## config.mk

```make
export PLATFORM = sky130hd
export DESIGN_NAME = square_triangle_tone_synth
export DESIGN_NICKNAME = d
export VERILOG_FILES = /design/src/design/sts_pkg.sv /design/src/design/sts_tables.sv /design/src/design/sts_mixer.sv /design/src/design/square_triangle_tone_synth.sv
export SDC_FILE = /design/constraint.sdc
export NUM_CORES = 1
export LEC_CHECK = 0
export BUFFER_PORTS_ARGS = -buffer_cell sky130_fd_sc_hd__clkbuf_2
export CAP_MARGIN = 0
export CORE_ASPECT_RATIO = 2
export CORE_MARGIN = 3
export CORE_UTILIZATION = 47
export CTS_BUF_LIST = sky130_fd_sc_hd__clkbuf_16
export DETAILED_ROUTE_END_ITERATION = 6
export PLACE_DENSITY_LB_ADDON = 0.2
export SLEW_MARGIN = 20
export SYNTH_ARGS = -nofsm -noshare
export SYNTH_HDL_FRONTEND = slang
export SYNTH_SLANG_ARGS = --single-unit
export TNS_END_PERCENT = 5
```

## constraint.sdc

```tcl
create_clock -name clk -period 26.2 [get_ports clk]
set_input_delay 1.31 -clock clk [delete_from_list [all_inputs] [get_ports clk]]
set_output_delay 1.31 -clock clk [all_outputs]
set_load 0.01 [all_outputs]
```

## src/design/sts_pkg.sv

```systemverilog
// ----------------------------------------------------------------------------
// sts_pkg
// Shared types, register codes and song/effect tables for the tone synth.
// ----------------------------------------------------------------------------
package sts_pkg;

  localparam int ADDR_W     = 3;
  localparam int SONG_STEPS = 48;
  localparam int STEP_MS    = 115;

  localparam logic [0:0] REG_SOUND_ENABLED = 1'b0;
  localparam logic [0:0] REG_SONG_SEL      = 1'b1;

  localparam logic MODE_TICK  = 1'b0;
  localparam logic MODE_EVENT = 1'b1;

  localparam logic [10:0] MEL_WEIGHT  = 11'd1802;
  localparam logic [10:0] BASS_WEIGHT = 11'd1475;
  localparam logic [14:0] CLAMP_LIMIT = 15'd29491;

  // song tables, three songs of 16 steps, frequencies in centihertz
  localparam logic [16:0] SONG_MEL [SONG_STEPS] = '{
    17'd32963, 17'd39200, 17'd49388, 17'd39200, 17'd34923, 17'd44000, 17'd52325, 17'd44000,
    17'd39200, 17'd49388, 17'd58733, 17'd49388, 17'd34923, 17'd44000, 17'd32963, 17'd26163,
    17'd26163, 17'd29366, 17'd31113, 17'd39200, 17'd36999, 17'd31113, 17'd29366, 17'd34923,
    17'd44000, 17'd34923, 17'd32963, 17'd39200, 17'd49388, 17'd39200, 17'd29366, 17'd24694,
    17'd22000, 17'd27718, 17'd32963, 17'd41530, 17'd39200, 17'd32963, 17'd27718, 17'd24694,
    17'd29366, 17'd36999, 17'd44000, 17'd55437, 17'd49388, 17'd44000, 17'd36999, 17'd22000
  };

  localparam logic [16:0] SONG_BASS [SONG_STEPS] = '{
    17'd8241,  17'd8241,  17'd9800,  17'd9800,  17'd8731,  17'd8731,  17'd11000, 17'd11000,
    17'd9800,  17'd9800,  17'd12347, 17'd12347, 17'd8731,  17'd8731,  17'd8241,  17'd6541,
    17'd6541,  17'd6541,  17'd7778,  17'd7778,  17'd7342,  17'd7342,  17'd6541,  17'd6541,
    17'd8731,  17'd8731,  17'd8241,  17'd8241,  17'd9800,  17'd9800,  17'd7342,  17'd6174,
    17'd5500,  17'd6930,  17'd8241,  17'd10383, 17'd9800,  17'd8241,  17'd6930,  17'd6174,
    17'd7342,  17'd9250,  17'd11000, 17'd13859, 17'd12347, 17'd11000, 17'd9250,  17'd5500
  };

  localparam logic [2:0] SONG_TICKS [SONG_STEPS] = '{
    3'd2, 3'd2, 3'd2, 3'd2, 3'd2, 3'd2, 3'd2, 3'd2, 3'd2, 3'd2, 3'd2, 3'd2, 3'd2, 3'd2, 3'd2, 3'd4,
    3'd1, 3'd1, 3'd1, 3'd1, 3'd2, 3'd2, 3'd1, 3'd1, 3'd2, 3'd2, 3'd1, 3'd1, 3'd2, 3'd2, 3'd2, 3'd4,
    3'd2, 3'd2, 3'd2, 3'd2, 3'd1, 3'd1, 3'd2, 3'd2, 3'd2, 3'd2, 3'd2, 3'd2, 3'd1, 3'd1, 3'd2, 3'd4
  };

  // effect tones, indexed by event bit number
  localparam logic [16:0] TONE_FREQ [8] = '{
    17'd11500, 17'd19000, 17'd7500, 17'd33000, 17'd52200, 17'd66000, 17'd5500, 17'd88000
  };
  localparam logic [8:0] TONE_MS [8] = '{
    9'd20, 9'd30, 9'd45, 9'd110, 9'd180, 9'd180, 9'd500, 9'd420
  };
  localparam logic [15:0] TONE_VOL [8] = '{
    16'd1638, 16'd2621, 16'd3277, 16'd3932, 16'd4588, 16'd3932, 16'd5898, 16'd4260
  };

  typedef struct packed {
    logic        mel_on;
    logic        mel_high;
    logic        bass_on;
    logic [14:0] tri_p;
    logic        eff_on;
    logic        eff_high;
    logic [15:0] eff_vol;
  } mix_in_t;

endpackage

```

## src/design/sts_tables.sv

```systemverilog
// ----------------------------------------------------------------------------
// sts_tables
// Song step and effect tone lookup: phase increments and lengths in samples.
// ----------------------------------------------------------------------------
module sts_tables #(
  parameter int FS_HZ      = 48000,
  parameter int PHASE_BITS = 24
) (
  input  logic [1:0]            track,
  input  logic [3:0]            step,
  input  logic [2:0]            tone,
  output logic [PHASE_BITS-1:0] mel_inc,
  output logic [PHASE_BITS-1:0] bass_inc,
  output logic [15:0]           note_len,
  output logic [PHASE_BITS-1:0] eff_inc,
  output logic [15:0]           eff_len,
  output logic [15:0]           eff_vol
);

  function automatic logic [PHASE_BITS-1:0] freq_to_inc(input logic [16:0] centihz);
    logic [63:0] num;
    num = ({47'd0, centihz} << PHASE_BITS) + 64'(50 * FS_HZ);
    num = num / 64'(100 * FS_HZ);
    return num[PHASE_BITS-1:0];
  endfunction

  function automatic logic [15:0] note_len_of(input logic [2:0] ticks);
    logic [63:0] n;
    n = 64'(FS_HZ) * 64'(sts_pkg::STEP_MS) * {61'd0, ticks};
    n = n / 64'd1000;
    return n[15:0];
  endfunction

  function automatic logic [15:0] eff_len_of(input logic [8:0] ms);
    logic [63:0] n;
    n = 64'(FS_HZ) * {55'd0, ms};
    n = n / 64'd1000;
    return n[15:0];
  endfunction

  logic [PHASE_BITS-1:0] mel_tab  [64];
  logic [PHASE_BITS-1:0] bass_tab [64];
  logic [15:0]           len_tab  [64];
  logic [PHASE_BITS-1:0] einc_tab [8];
  logic [15:0]           elen_tab [8];

  for (genvar i = 0; i < 64; i++) begin : g_song
    if (i < sts_pkg::SONG_STEPS) begin : g_real
      assign mel_tab[i]  = freq_to_inc(sts_pkg::SONG_MEL[i]);
      assign bass_tab[i] = freq_to_inc(sts_pkg::SONG_BASS[i]);
      assign len_tab[i]  = note_len_of(sts_pkg::SONG_TICKS[i]);
    end else begin : g_none
      // track three has no song
      assign mel_tab[i]  = '0;
      assign bass_tab[i] = '0;
      assign len_tab[i]  = '0;
    end
  end

  for (genvar j = 0; j < 8; j++) begin : g_tone
    assign einc_tab[j] = freq_to_inc(sts_pkg::TONE_FREQ[j]);
    assign elen_tab[j] = eff_len_of(sts_pkg::TONE_MS[j]);
  end

  assign mel_inc  = mel_tab[{track, step}];
  assign bass_inc = bass_tab[{track, step}];
  assign note_len = len_tab[{track, step}];
  assign eff_inc  = einc_tab[tone];
  assign eff_len  = elen_tab[tone];
  assign eff_vol  = sts_pkg::TONE_VOL[tone];

endmodule

```

## src/design/sts_mixer.sv

```systemverilog
// ----------------------------------------------------------------------------
// sts_mixer
// Weights the three voices in Q2.30, rounds half up to Q1.15 and clamps.
// ----------------------------------------------------------------------------
module sts_mixer (
  input  sts_pkg::mix_in_t mix,
  output logic [15:0]      sample
);

  logic signed [31:0] mel_term;
  logic signed [18:0] tri_v;
  logic signed [31:0] tri_ext;
  logic signed [31:0] bass_term;
  logic signed [31:0] eff_mag;
  logic signed [31:0] eff_term;
  logic signed [31:0] acc;
  logic signed [31:0] rnd;
  logic signed [31:0] lim;

  assign lim = $signed({17'd0, sts_pkg::CLAMP_LIMIT});

  always_comb begin
    mel_term = '0;
    if (mix.mel_on) begin
      mel_term = mix.mel_high ? $signed({6'd0, sts_pkg::MEL_WEIGHT, 15'd0})
                              : -$signed({6'd0, sts_pkg::MEL_WEIGHT, 15'd0});
    end
  end

  always_comb begin
    if (mix.tri_p[14]) begin
      tri_v = 19'sd98304 - $signed({2'b00, mix.tri_p, 2'b00});
    end else begin
      tri_v = $signed({2'b00, mix.tri_p, 2'b00}) - 19'sd32768;
    end
    tri_ext   = {{13{tri_v[18]}}, tri_v};
    bass_term = mix.bass_on ? tri_ext * $signed({21'd0, sts_pkg::BASS_WEIGHT}) : '0;
  end

  always_comb begin
    eff_mag  = $signed({1'b0, mix.eff_vol, 15'd0});
    eff_term = mix.eff_on ? (mix.eff_high ? eff_mag : -eff_mag) : '0;
  end

  always_comb begin
    acc = mel_term + bass_term + eff_term;
    rnd = (acc + 32'sd16384) >>> 15;
    if (rnd > lim) begin
      sample = lim[15:0];
    end else if (rnd < -lim) begin
      sample = 16'(-lim);
    end else begin
      sample = rnd[15:0];
    end
  end

endmodule

```

## src/design/square_triangle_tone_synth.sv

```systemverilog
// ----------------------------------------------------------------------------
// square_triangle_tone_synth
// Two-voice sequenced tone synth with a triggered square-wave effect voice.
//
//   channel | dir | handshake          | payload
//   s_*     | in  | s_tvalid/s_tready  | s_tuser mode, s_tdata event_bits
//   m_*     | out | m_tvalid/m_tready  | m_tdata sample_out (Q1.15)
//   apb     | in  | psel/penable/pready| 0x0 sound_enabled, 0x4 song_sel
//
// One item per cycle; a tick's sample enters the result register as the
// tick leaves the input register. An event transaction gives no sample.
// With the result register full and m_tready low, a tick waits in the input
// register and s_tready drops; events are taken while no tick waits.
// Reset restores sound on, track 0 and all voices idle.
// ----------------------------------------------------------------------------
module square_triangle_tone_synth #(
  parameter int FS_HZ      = 48000,
  parameter int PHASE_BITS = 24
) (
  input  logic                       clk,
  input  logic                       rst,
  input  logic                       s_tvalid,
  output logic                       s_tready,
  input  logic [7:0]                 s_tdata,   // [7:0] event_bits
  input  logic                       s_tuser,   // [0] mode
  output logic                       m_tvalid,
  input  logic                       m_tready,
  output logic [15:0]                m_tdata,   // [15:0] sample_out
  input  logic                       psel,
  input  logic                       penable,
  input  logic                       pwrite,
  input  logic [sts_pkg::ADDR_W-1:0] paddr,
  input  logic [31:0]                pwdata,
  output logic [31:0]                prdata,
  output logic                       pready
);

  // input register
  logic       r_valid;
  logic       r_mode;
  logic [7:0] r_event;

  // architectural state
  logic                  sound_enabled, sound_enabled_next;
  logic [2:0]            song_sel, song_sel_next;
  logic [3:0]            seq_step, seq_step_next;
  logic [15:0]           note_samples_left, note_samples_left_next;
  logic [PHASE_BITS-1:0] melody_increment, melody_increment_next;
  logic [PHASE_BITS-1:0] bass_increment, bass_increment_next;
  logic [PHASE_BITS-1:0] melody_phase, melody_phase_next;
  logic [PHASE_BITS-1:0] bass_phase, bass_phase_next;
  logic [PHASE_BITS-1:0] effect_increment, effect_increment_next;
  logic [PHASE_BITS-1:0] effect_phase, effect_phase_next;
  logic [15:0]           effect_samples_left, effect_samples_left_next;
  logic [15:0]           effect_volume, effect_volume_next;

  logic [15:0] out_data;
  logic        out_valid;

  logic       cfg_wr;
  logic [0:0] reg_index;
  logic       proc_tick, proc_event, proc;
  logic       music_on, load;
  logic [2:0] tone_sel;

  logic [PHASE_BITS-1:0] tab_mel_inc, tab_bass_inc, tab_eff_inc;
  logic [15:0]           tab_note_len, tab_eff_len, tab_eff_vol;
  logic [PHASE_BITS-1:0] mel_inc_cur, bass_inc_cur;
  logic [15:0]           note_cur;
  logic                  mel_on, bass_on, eff_on;

  sts_pkg::mix_in_t mix;
  logic [15:0]      mix_sample;

  assign pready    = 1'b1;
  assign cfg_wr    = psel & penable & pwrite & pready;
  assign reg_index = paddr[2];

  always_comb begin
    unique case (reg_index)
      sts_pkg::REG_SOUND_ENABLED: prdata = {31'd0, sound_enabled};
      sts_pkg::REG_SONG_SEL:      prdata = {29'd0, song_sel};
      default:                    prdata = '0;
    endcase
  end

  // handshake
  assign proc_tick  = r_valid && (r_mode == sts_pkg::MODE_TICK) && (!out_valid || m_tready);
  assign proc_event = r_valid && (r_mode == sts_pkg::MODE_EVENT);
  assign proc       = proc_tick || proc_event;
  assign s_tready   = !r_valid || proc;
  assign m_tvalid   = out_valid;
  assign m_tdata    = out_data;

  always_ff @(posedge clk) begin
    if (rst) begin
      r_valid <= 1'b0;
    end else if (s_tvalid && s_tready) begin
      r_valid <= 1'b1;
    end else if (proc) begin
      r_valid <= 1'b0;
    end
  end

  always_ff @(posedge clk) begin
    if (s_tvalid && s_tready) begin
      r_mode  <= s_tuser;
      r_event <= s_tdata;
    end
  end

  // highest set event bit wins
  always_comb begin
    tone_sel = '0;
    for (int b = 1; b < 8; b++) begin
      if (r_event[b]) tone_sel = 3'(b);
    end
  end

  sts_tables #(
    .FS_HZ      (FS_HZ),
    .PHASE_BITS (PHASE_BITS)
  ) u_tables (
    .track    (song_sel[1:0]),
    .step     (seq_step),
    .tone     (tone_sel),
    .mel_inc  (tab_mel_inc),
    .bass_inc (tab_bass_inc),
    .note_len (tab_note_len),
    .eff_inc  (tab_eff_inc),
    .eff_len  (tab_eff_len),
    .eff_vol  (tab_eff_vol)
  );

  assign music_on     = !song_sel[2];
  assign load         = music_on && (note_samples_left == '0);
  assign mel_inc_cur  = load ? tab_mel_inc  : melody_increment;
  assign bass_inc_cur = load ? tab_bass_inc : bass_increment;
  assign note_cur     = load ? tab_note_len : note_samples_left;
  assign mel_on       = sound_enabled && music_on && (mel_inc_cur != '0);
  assign bass_on      = sound_enabled && music_on && (bass_inc_cur != '0);
  assign eff_on       = sound_enabled && (effect_samples_left != '0) && (effect_increment != '0);

  always_comb begin
    mix.mel_on   = mel_on;
    mix.mel_high = !melody_phase[PHASE_BITS-1];
    mix.bass_on  = bass_on;
    mix.tri_p    = bass_phase[PHASE_BITS-1 -: 15];
    mix.eff_on   = eff_on;
    mix.eff_high = !effect_phase[PHASE_BITS-1];
    mix.eff_vol  = effect_volume;
  end

  sts_mixer u_mixer (
    .mix    (mix),
    .sample (mix_sample)
  );

  always_comb begin
    sound_enabled_next       = sound_enabled;
    song_sel_next            = song_sel;
    seq_step_next            = seq_step;
    note_samples_left_next   = note_samples_left;
    melody_increment_next    = melody_increment;
    bass_increment_next      = bass_increment;
    melody_phase_next        = melody_phase;
    bass_phase_next          = bass_phase;
    effect_increment_next    = effect_increment;
    effect_phase_next        = effect_phase;
    effect_samples_left_next = effect_samples_left;
    effect_volume_next       = effect_volume;

    if (proc_tick && sound_enabled) begin
      if (music_on) begin
        if (load) begin
          melody_increment_next = tab_mel_inc;
          bass_increment_next   = tab_bass_inc;
          if (song_sel[1:0] != 2'd3) seq_step_next = seq_step + 4'd1;
        end
        if (mel_on)  melody_phase_next = melody_phase + mel_inc_cur;
        if (bass_on) bass_phase_next   = bass_phase + bass_inc_cur;
        note_samples_left_next = (note_cur != '0) ? note_cur - 16'd1 : note_cur;
      end
      if (eff_on) begin
        effect_phase_next        = effect_phase + effect_increment;
        effect_samples_left_next = effect_samples_left - 16'd1;
      end
    end

    if (proc_event && sound_enabled && (r_event != '0)) begin
      effect_increment_next    = tab_eff_inc;
      effect_samples_left_next = tab_eff_len;
      effect_volume_next       = tab_eff_vol;
      effect_phase_next        = '0;
    end

    if (cfg_wr) begin
      unique case (reg_index)
        sts_pkg::REG_SOUND_ENABLED: begin
          sound_enabled_next = pwdata[0];
          if (!pwdata[0]) effect_samples_left_next = '0;
        end
        sts_pkg::REG_SONG_SEL: begin
          song_sel_next          = pwdata[2:0];
          seq_step_next          = '0;
          note_samples_left_next = '0;
          melody_phase_next      = '0;
          bass_phase_next        = '0;
        end
        default: ;
      endcase
    end
  end

  always_ff @(posedge clk) begin
    if (rst) begin
      sound_enabled       <= 1'b1;
      song_sel            <= '0;
      seq_step            <= '0;
      note_samples_left   <= '0;
      melody_increment    <= '0;
      bass_increment      <= '0;
      melody_phase        <= '0;
      bass_phase          <= '0;
      effect_increment    <= '0;
      effect_phase        <= '0;
      effect_samples_left <= '0;
      effect_volume       <= '0;
    end else begin
      sound_enabled       <= sound_enabled_next;
      song_sel            <= song_sel_next;
      seq_step            <= seq_step_next;
      note_samples_left   <= note_samples_left_next;
      melody_increment    <= melody_increment_next;
      bass_increment      <= bass_increment_next;
      melody_phase        <= melody_phase_next;
      bass_phase          <= bass_phase_next;
      effect_increment    <= effect_increment_next;
      effect_phase        <= effect_phase_next;
      effect_samples_left <= effect_samples_left_next;
      effect_volume       <= effect_volume_next;
    end
  end

  // result register
  always_ff @(posedge clk) begin
    if (rst) begin
      out_valid <= 1'b0;
    end else if (proc_tick) begin
      out_valid <= 1'b1;
    end else if (m_tready) begin
      out_valid <= 1'b0;
    end
  end

  always_ff @(posedge clk) begin
    if (proc_tick) out_data <= mix_sample;
  end

  a_clamp: assert property (@(posedge clk) disable iff (rst)
    m_tvalid |-> ($signed(m_tdata) <= 16'sd29491) && ($signed(m_tdata) >= -16'sd29491))
    else $error("sample outside clamp range");

  a_muted: assert property (@(posedge clk) disable iff (rst)
    (proc_tick && !sound_enabled) |=> (m_tvalid && (m_tdata == '0)))
    else $error("muted tick produced nonzero sample");

  a_music_off: assert property (@(posedge clk) disable iff (rst)
    (proc && song_sel[2] && !cfg_wr) |=> ($stable(seq_step) && $stable(melody_phase)))
    else $error("sequencer moved with music off");

  a_mute_cancels: assert property (@(posedge clk) disable iff (rst)
    (cfg_wr && (reg_index == sts_pkg::REG_SOUND_ENABLED) && !pwdata[0])
      |=> (effect_samples_left == '0))
    else $error("mute did not cancel effect");

endmodule
```

==> results.sh <==
export IMPL_outcome="finished clean"
export IMPL_synth_seq_cells=218
export IMPL_ys_warn_count=0
export IMPL_crit_arrival_ns=10.27
export IMPL_syn_area_mm2=0.0194
export IMPL_pwr_share_clk_pct=27.6
export IMPL_fin_setup_tns_ns=0
export IMPL_async_reset_ff_share_pct=0
export IMPL_postSynthCellCount=2426
export IMPL_grt_overflow=0
export IMPL_nets=2720
export IMPL_viasPerCell=5.77
export IMPL_critPathLaunch="bass_phase[9]"
export IMPL_busiest_layer="met2"
export IMPL_grt_pass1_wl_um=85700
export IMPL_ys_flop_type="dfxtp_1"
export IMPL_avgSynthCellArea_um2=7.99
export IMPL_crit_required_ns=26.49
export IMPL_crit_family="adder cells"
export IMPL_swShare_pct=38.4
export IMPL_dr_total_vias=17000
export IMPL_cts_buffers=23
export IMPL_gp_congestion=0.974
export IMPL_rsz0062_at_grt="no"
export IMPL_grt_use_met3_pct=1.99
export IMPL_first_global_vias=17300
export IMPL_met2_usage_pct=45.9
export IMPL_min_period_over_period_pct=38.1
export IMPL_initialDrtViolationCount=964
export IMPL_timing_rr_start="bass_phase[9]"
export IMPL_slowest_stage="dfxtp_1"
export IMPL_place_inst=2906
export IMPL_initial_core_util_pct=47.9
export IMPL_place_hpwl_um=39700
export IMPL_max_stage_delay_ns=0.56
export IMPL_p_per_area_mw_per_mm2=59.9
export IMPL_antennaDiodeCount=0
export IMPL_met1_usage_pct=25.1
export IMPL_die_h_um=293
export IMPL_fp_row_count=104
export IMPL_synth_top_area_cell="dfxtp_1"
export IMPL_critPathLaunchType="flip-flop"
export IMPL_clk_latency_ns=0.56
export IMPL_seqPwrFrac_pct=31.4
export IMPL_crit_buf_inv=5
export IMPL_p_leak_uw=0.00898
export IMPL_setup_viol=0
export IMPL_switching_power_uw=474
export IMPL_area_growth_pct=6.27
export IMPL_holdCritStartpoint="effect_phase[15]"
export IMPL_yosysSeqAreaShare_pct=23.8
export IMPL_core_area_mm2=0.0405
export IMPL_h_tree_depth=1
export IMPL_synth_top_area_share_pct=19.9
export IMPL_wirelength_um=51500
export IMPL_crit_fanout=8
export IMPL_maxCapViolations=0
export IMPL_clockRootBuffer="clkbuf_16"
export IMPL_p_int_uw=759
export IMPL_hold_buffers=0
export IMPL_stdcell_count=2947
export IMPL_cts_resized=0
export IMPL_avgRoutedWirePerCell_um=17.5
export IMPL_tightest_slew_ns=0.979
export IMPL_yosys_top_cells_count="nand2_1 (300), nor2_1 (234), ha_1 (200)"
export IMPL_yosys_cell_types_count=87
export IMPL_synth_edf_count=25
export IMPL_numClockSinks=218
export IMPL_die_w_um=150
export IMPL_dr_pass1_iters=6
export IMPL_ant_nets=0
export IMPL_synth_area_leaders="dfxtp_1 (20%), ha_1 (13%), fa_1 (7.0%)"
export IMPL_ir_drop_v=0.0000512
export IMPL_drv_slew=0
export IMPL_tritoncts="built"
export IMPL_p_total_uw=1230
export IMPL_min_period_ns=9.98
export IMPL_clk_pin_slew_worst_paths_ns=0.06
export IMPL_drive_gt1_share_pct=5.67
export IMPL_grtUsageTotal_pct=23.6
export IMPL_hold_path_class="flip-flop to flip-flop"
export IMPL_crit_type="flip-flop to flip-flop"
export IMPL_antenna_found_initial=0
export IMPL_boundaryPins=102
export IMPL_grt_max_degree=71
export IMPL_yosysMostFrequentCell="nand2_1"
export IMPL_io_buffers=40
export IMPL_fmax_mhz=100
export IMPL_clockBufferDepth=3
export IMPL_combinationalPowerShare_pct=40.9
export IMPL_end_kind="flip-flop"
export IMPL_hold_viol=0
export IMPL_clock_skew_ns=0.0308
export IMPL_post_cts_setup_buffers=0
export IMPL_dieArea_mm2=0.0438
export IMPL_slew_headroom_pct=34.3
export IMPL_route_detailed_drc=0
[routing by layer]
metal  wire [µm]  up-vias
li1            -     8398
met1       19500     8061
met2       27500      389
met3        1700      142
met4        2700        0
met5           0        -
[power groups by stage]
stage | Sequential (µW) | Clock [µW] | Combinational (µW)
after floorplan | 395 | 0 | 389
after global placement | 395 | 0 | 493
after detailed placement | 395 | 0 | 502
after CTS | 388 | 350 | 505
after global routing | 390 | 360 | 572
final | 388 | 341 | 505
[logic make-up after synthesis]
kind of cell / Yosys count / share of synthesized area (%)
simple gates: 892 / 21.4
xor+xnor: 133 / 6.13
compound gates: 560 / 18.9
other cells: 2 / 0.0388
buf+inv: 300 / 6.65
fa+ha+maj: 271 / 20.1
flops: 218 / 23.8
mux: 50 / 2.94
[per-stage QoR]
stage                     cell area, µm²  utilization [%]  setup WS [ns]  hold slack (ns)
after floorplan                    19500                -          17.27            0.436
after global placement             19800             49.0          16.22            0.442
after detailed placement           19800             49.0          16.20            0.449
after CTS                          20600             50.9          16.18            0.458
after global routing               20600             50.9          15.56            0.483
final                              20600             50.9          16.22            0.457
[state kept, by name (all words and copies together), names as in the netlist, 12 cells and up]
name / cells
bass_increment: 24
note_samples_left: 16
effect_phase: 24
melody_phase: 24
effect_volume: 12
bass_phase: 24
melody_increment: 24
effect_samples_left: 16
effect_increment: 19
m_tdata: 16
[area by class of cell]
| cell class | count | area [µm²] |
|---|---|---|
| timing repair buffer | 60 | 350 |
| sequential | 218 | 4620 |
| clock buffer | 23 | 576 |
| fill | 3945 | 19900 |
| inverter | 162 | 608 |
| multi-input combinational | 1936 | 13600 |
| tap | 530 | 663 |
| clock inverter | 18 | 186 |
[worst paths after layout]
check	cells after the start	end	slack, ns
min	2	effect_phase[15]	0.46
max	39	m_tdata[0]	16.22
max reg2reg	39	m_tdata[0]	16.22
min reg2reg	2	effect_phase[15]	0.46
[tightest hold or removal path, cell delays in order (launching register included)]
cell and delay, ns:
dfxtp_1 0.31, nand2_1 0.05, a21oi_1 0.05
[cell usage in the layout, fill, tap and decap left out, types with 11 or more instances in the layout]
cell type,count
mux2i_1,39
xor2_1,39
o31ai_1,14
nand2b_1,33
nand4_1,11
nor4_1,19
o21ai_0,99
buf_4,20
conb_1,30
nand2_1,299
ha_1,200
and2_1,49
dfxtp_1,191
a311oi_1,16
inv_1,159
nand3_1,49
fa_1,68
o21a_1,20
nor2_1,232
nor2b_1,36
a21o_1,30
or2_2,11
nor3_1,76
a31oi_1,24
xnor2_1,92
and3_1,13
edfxtp_1,25
clkbuf_2,40
clkbuf_16,23
a21oi_1,173
or3_1,18
a211oi_1,44
a21boi_0,11
Note: power is estimated with default switching activity, not from simulation.
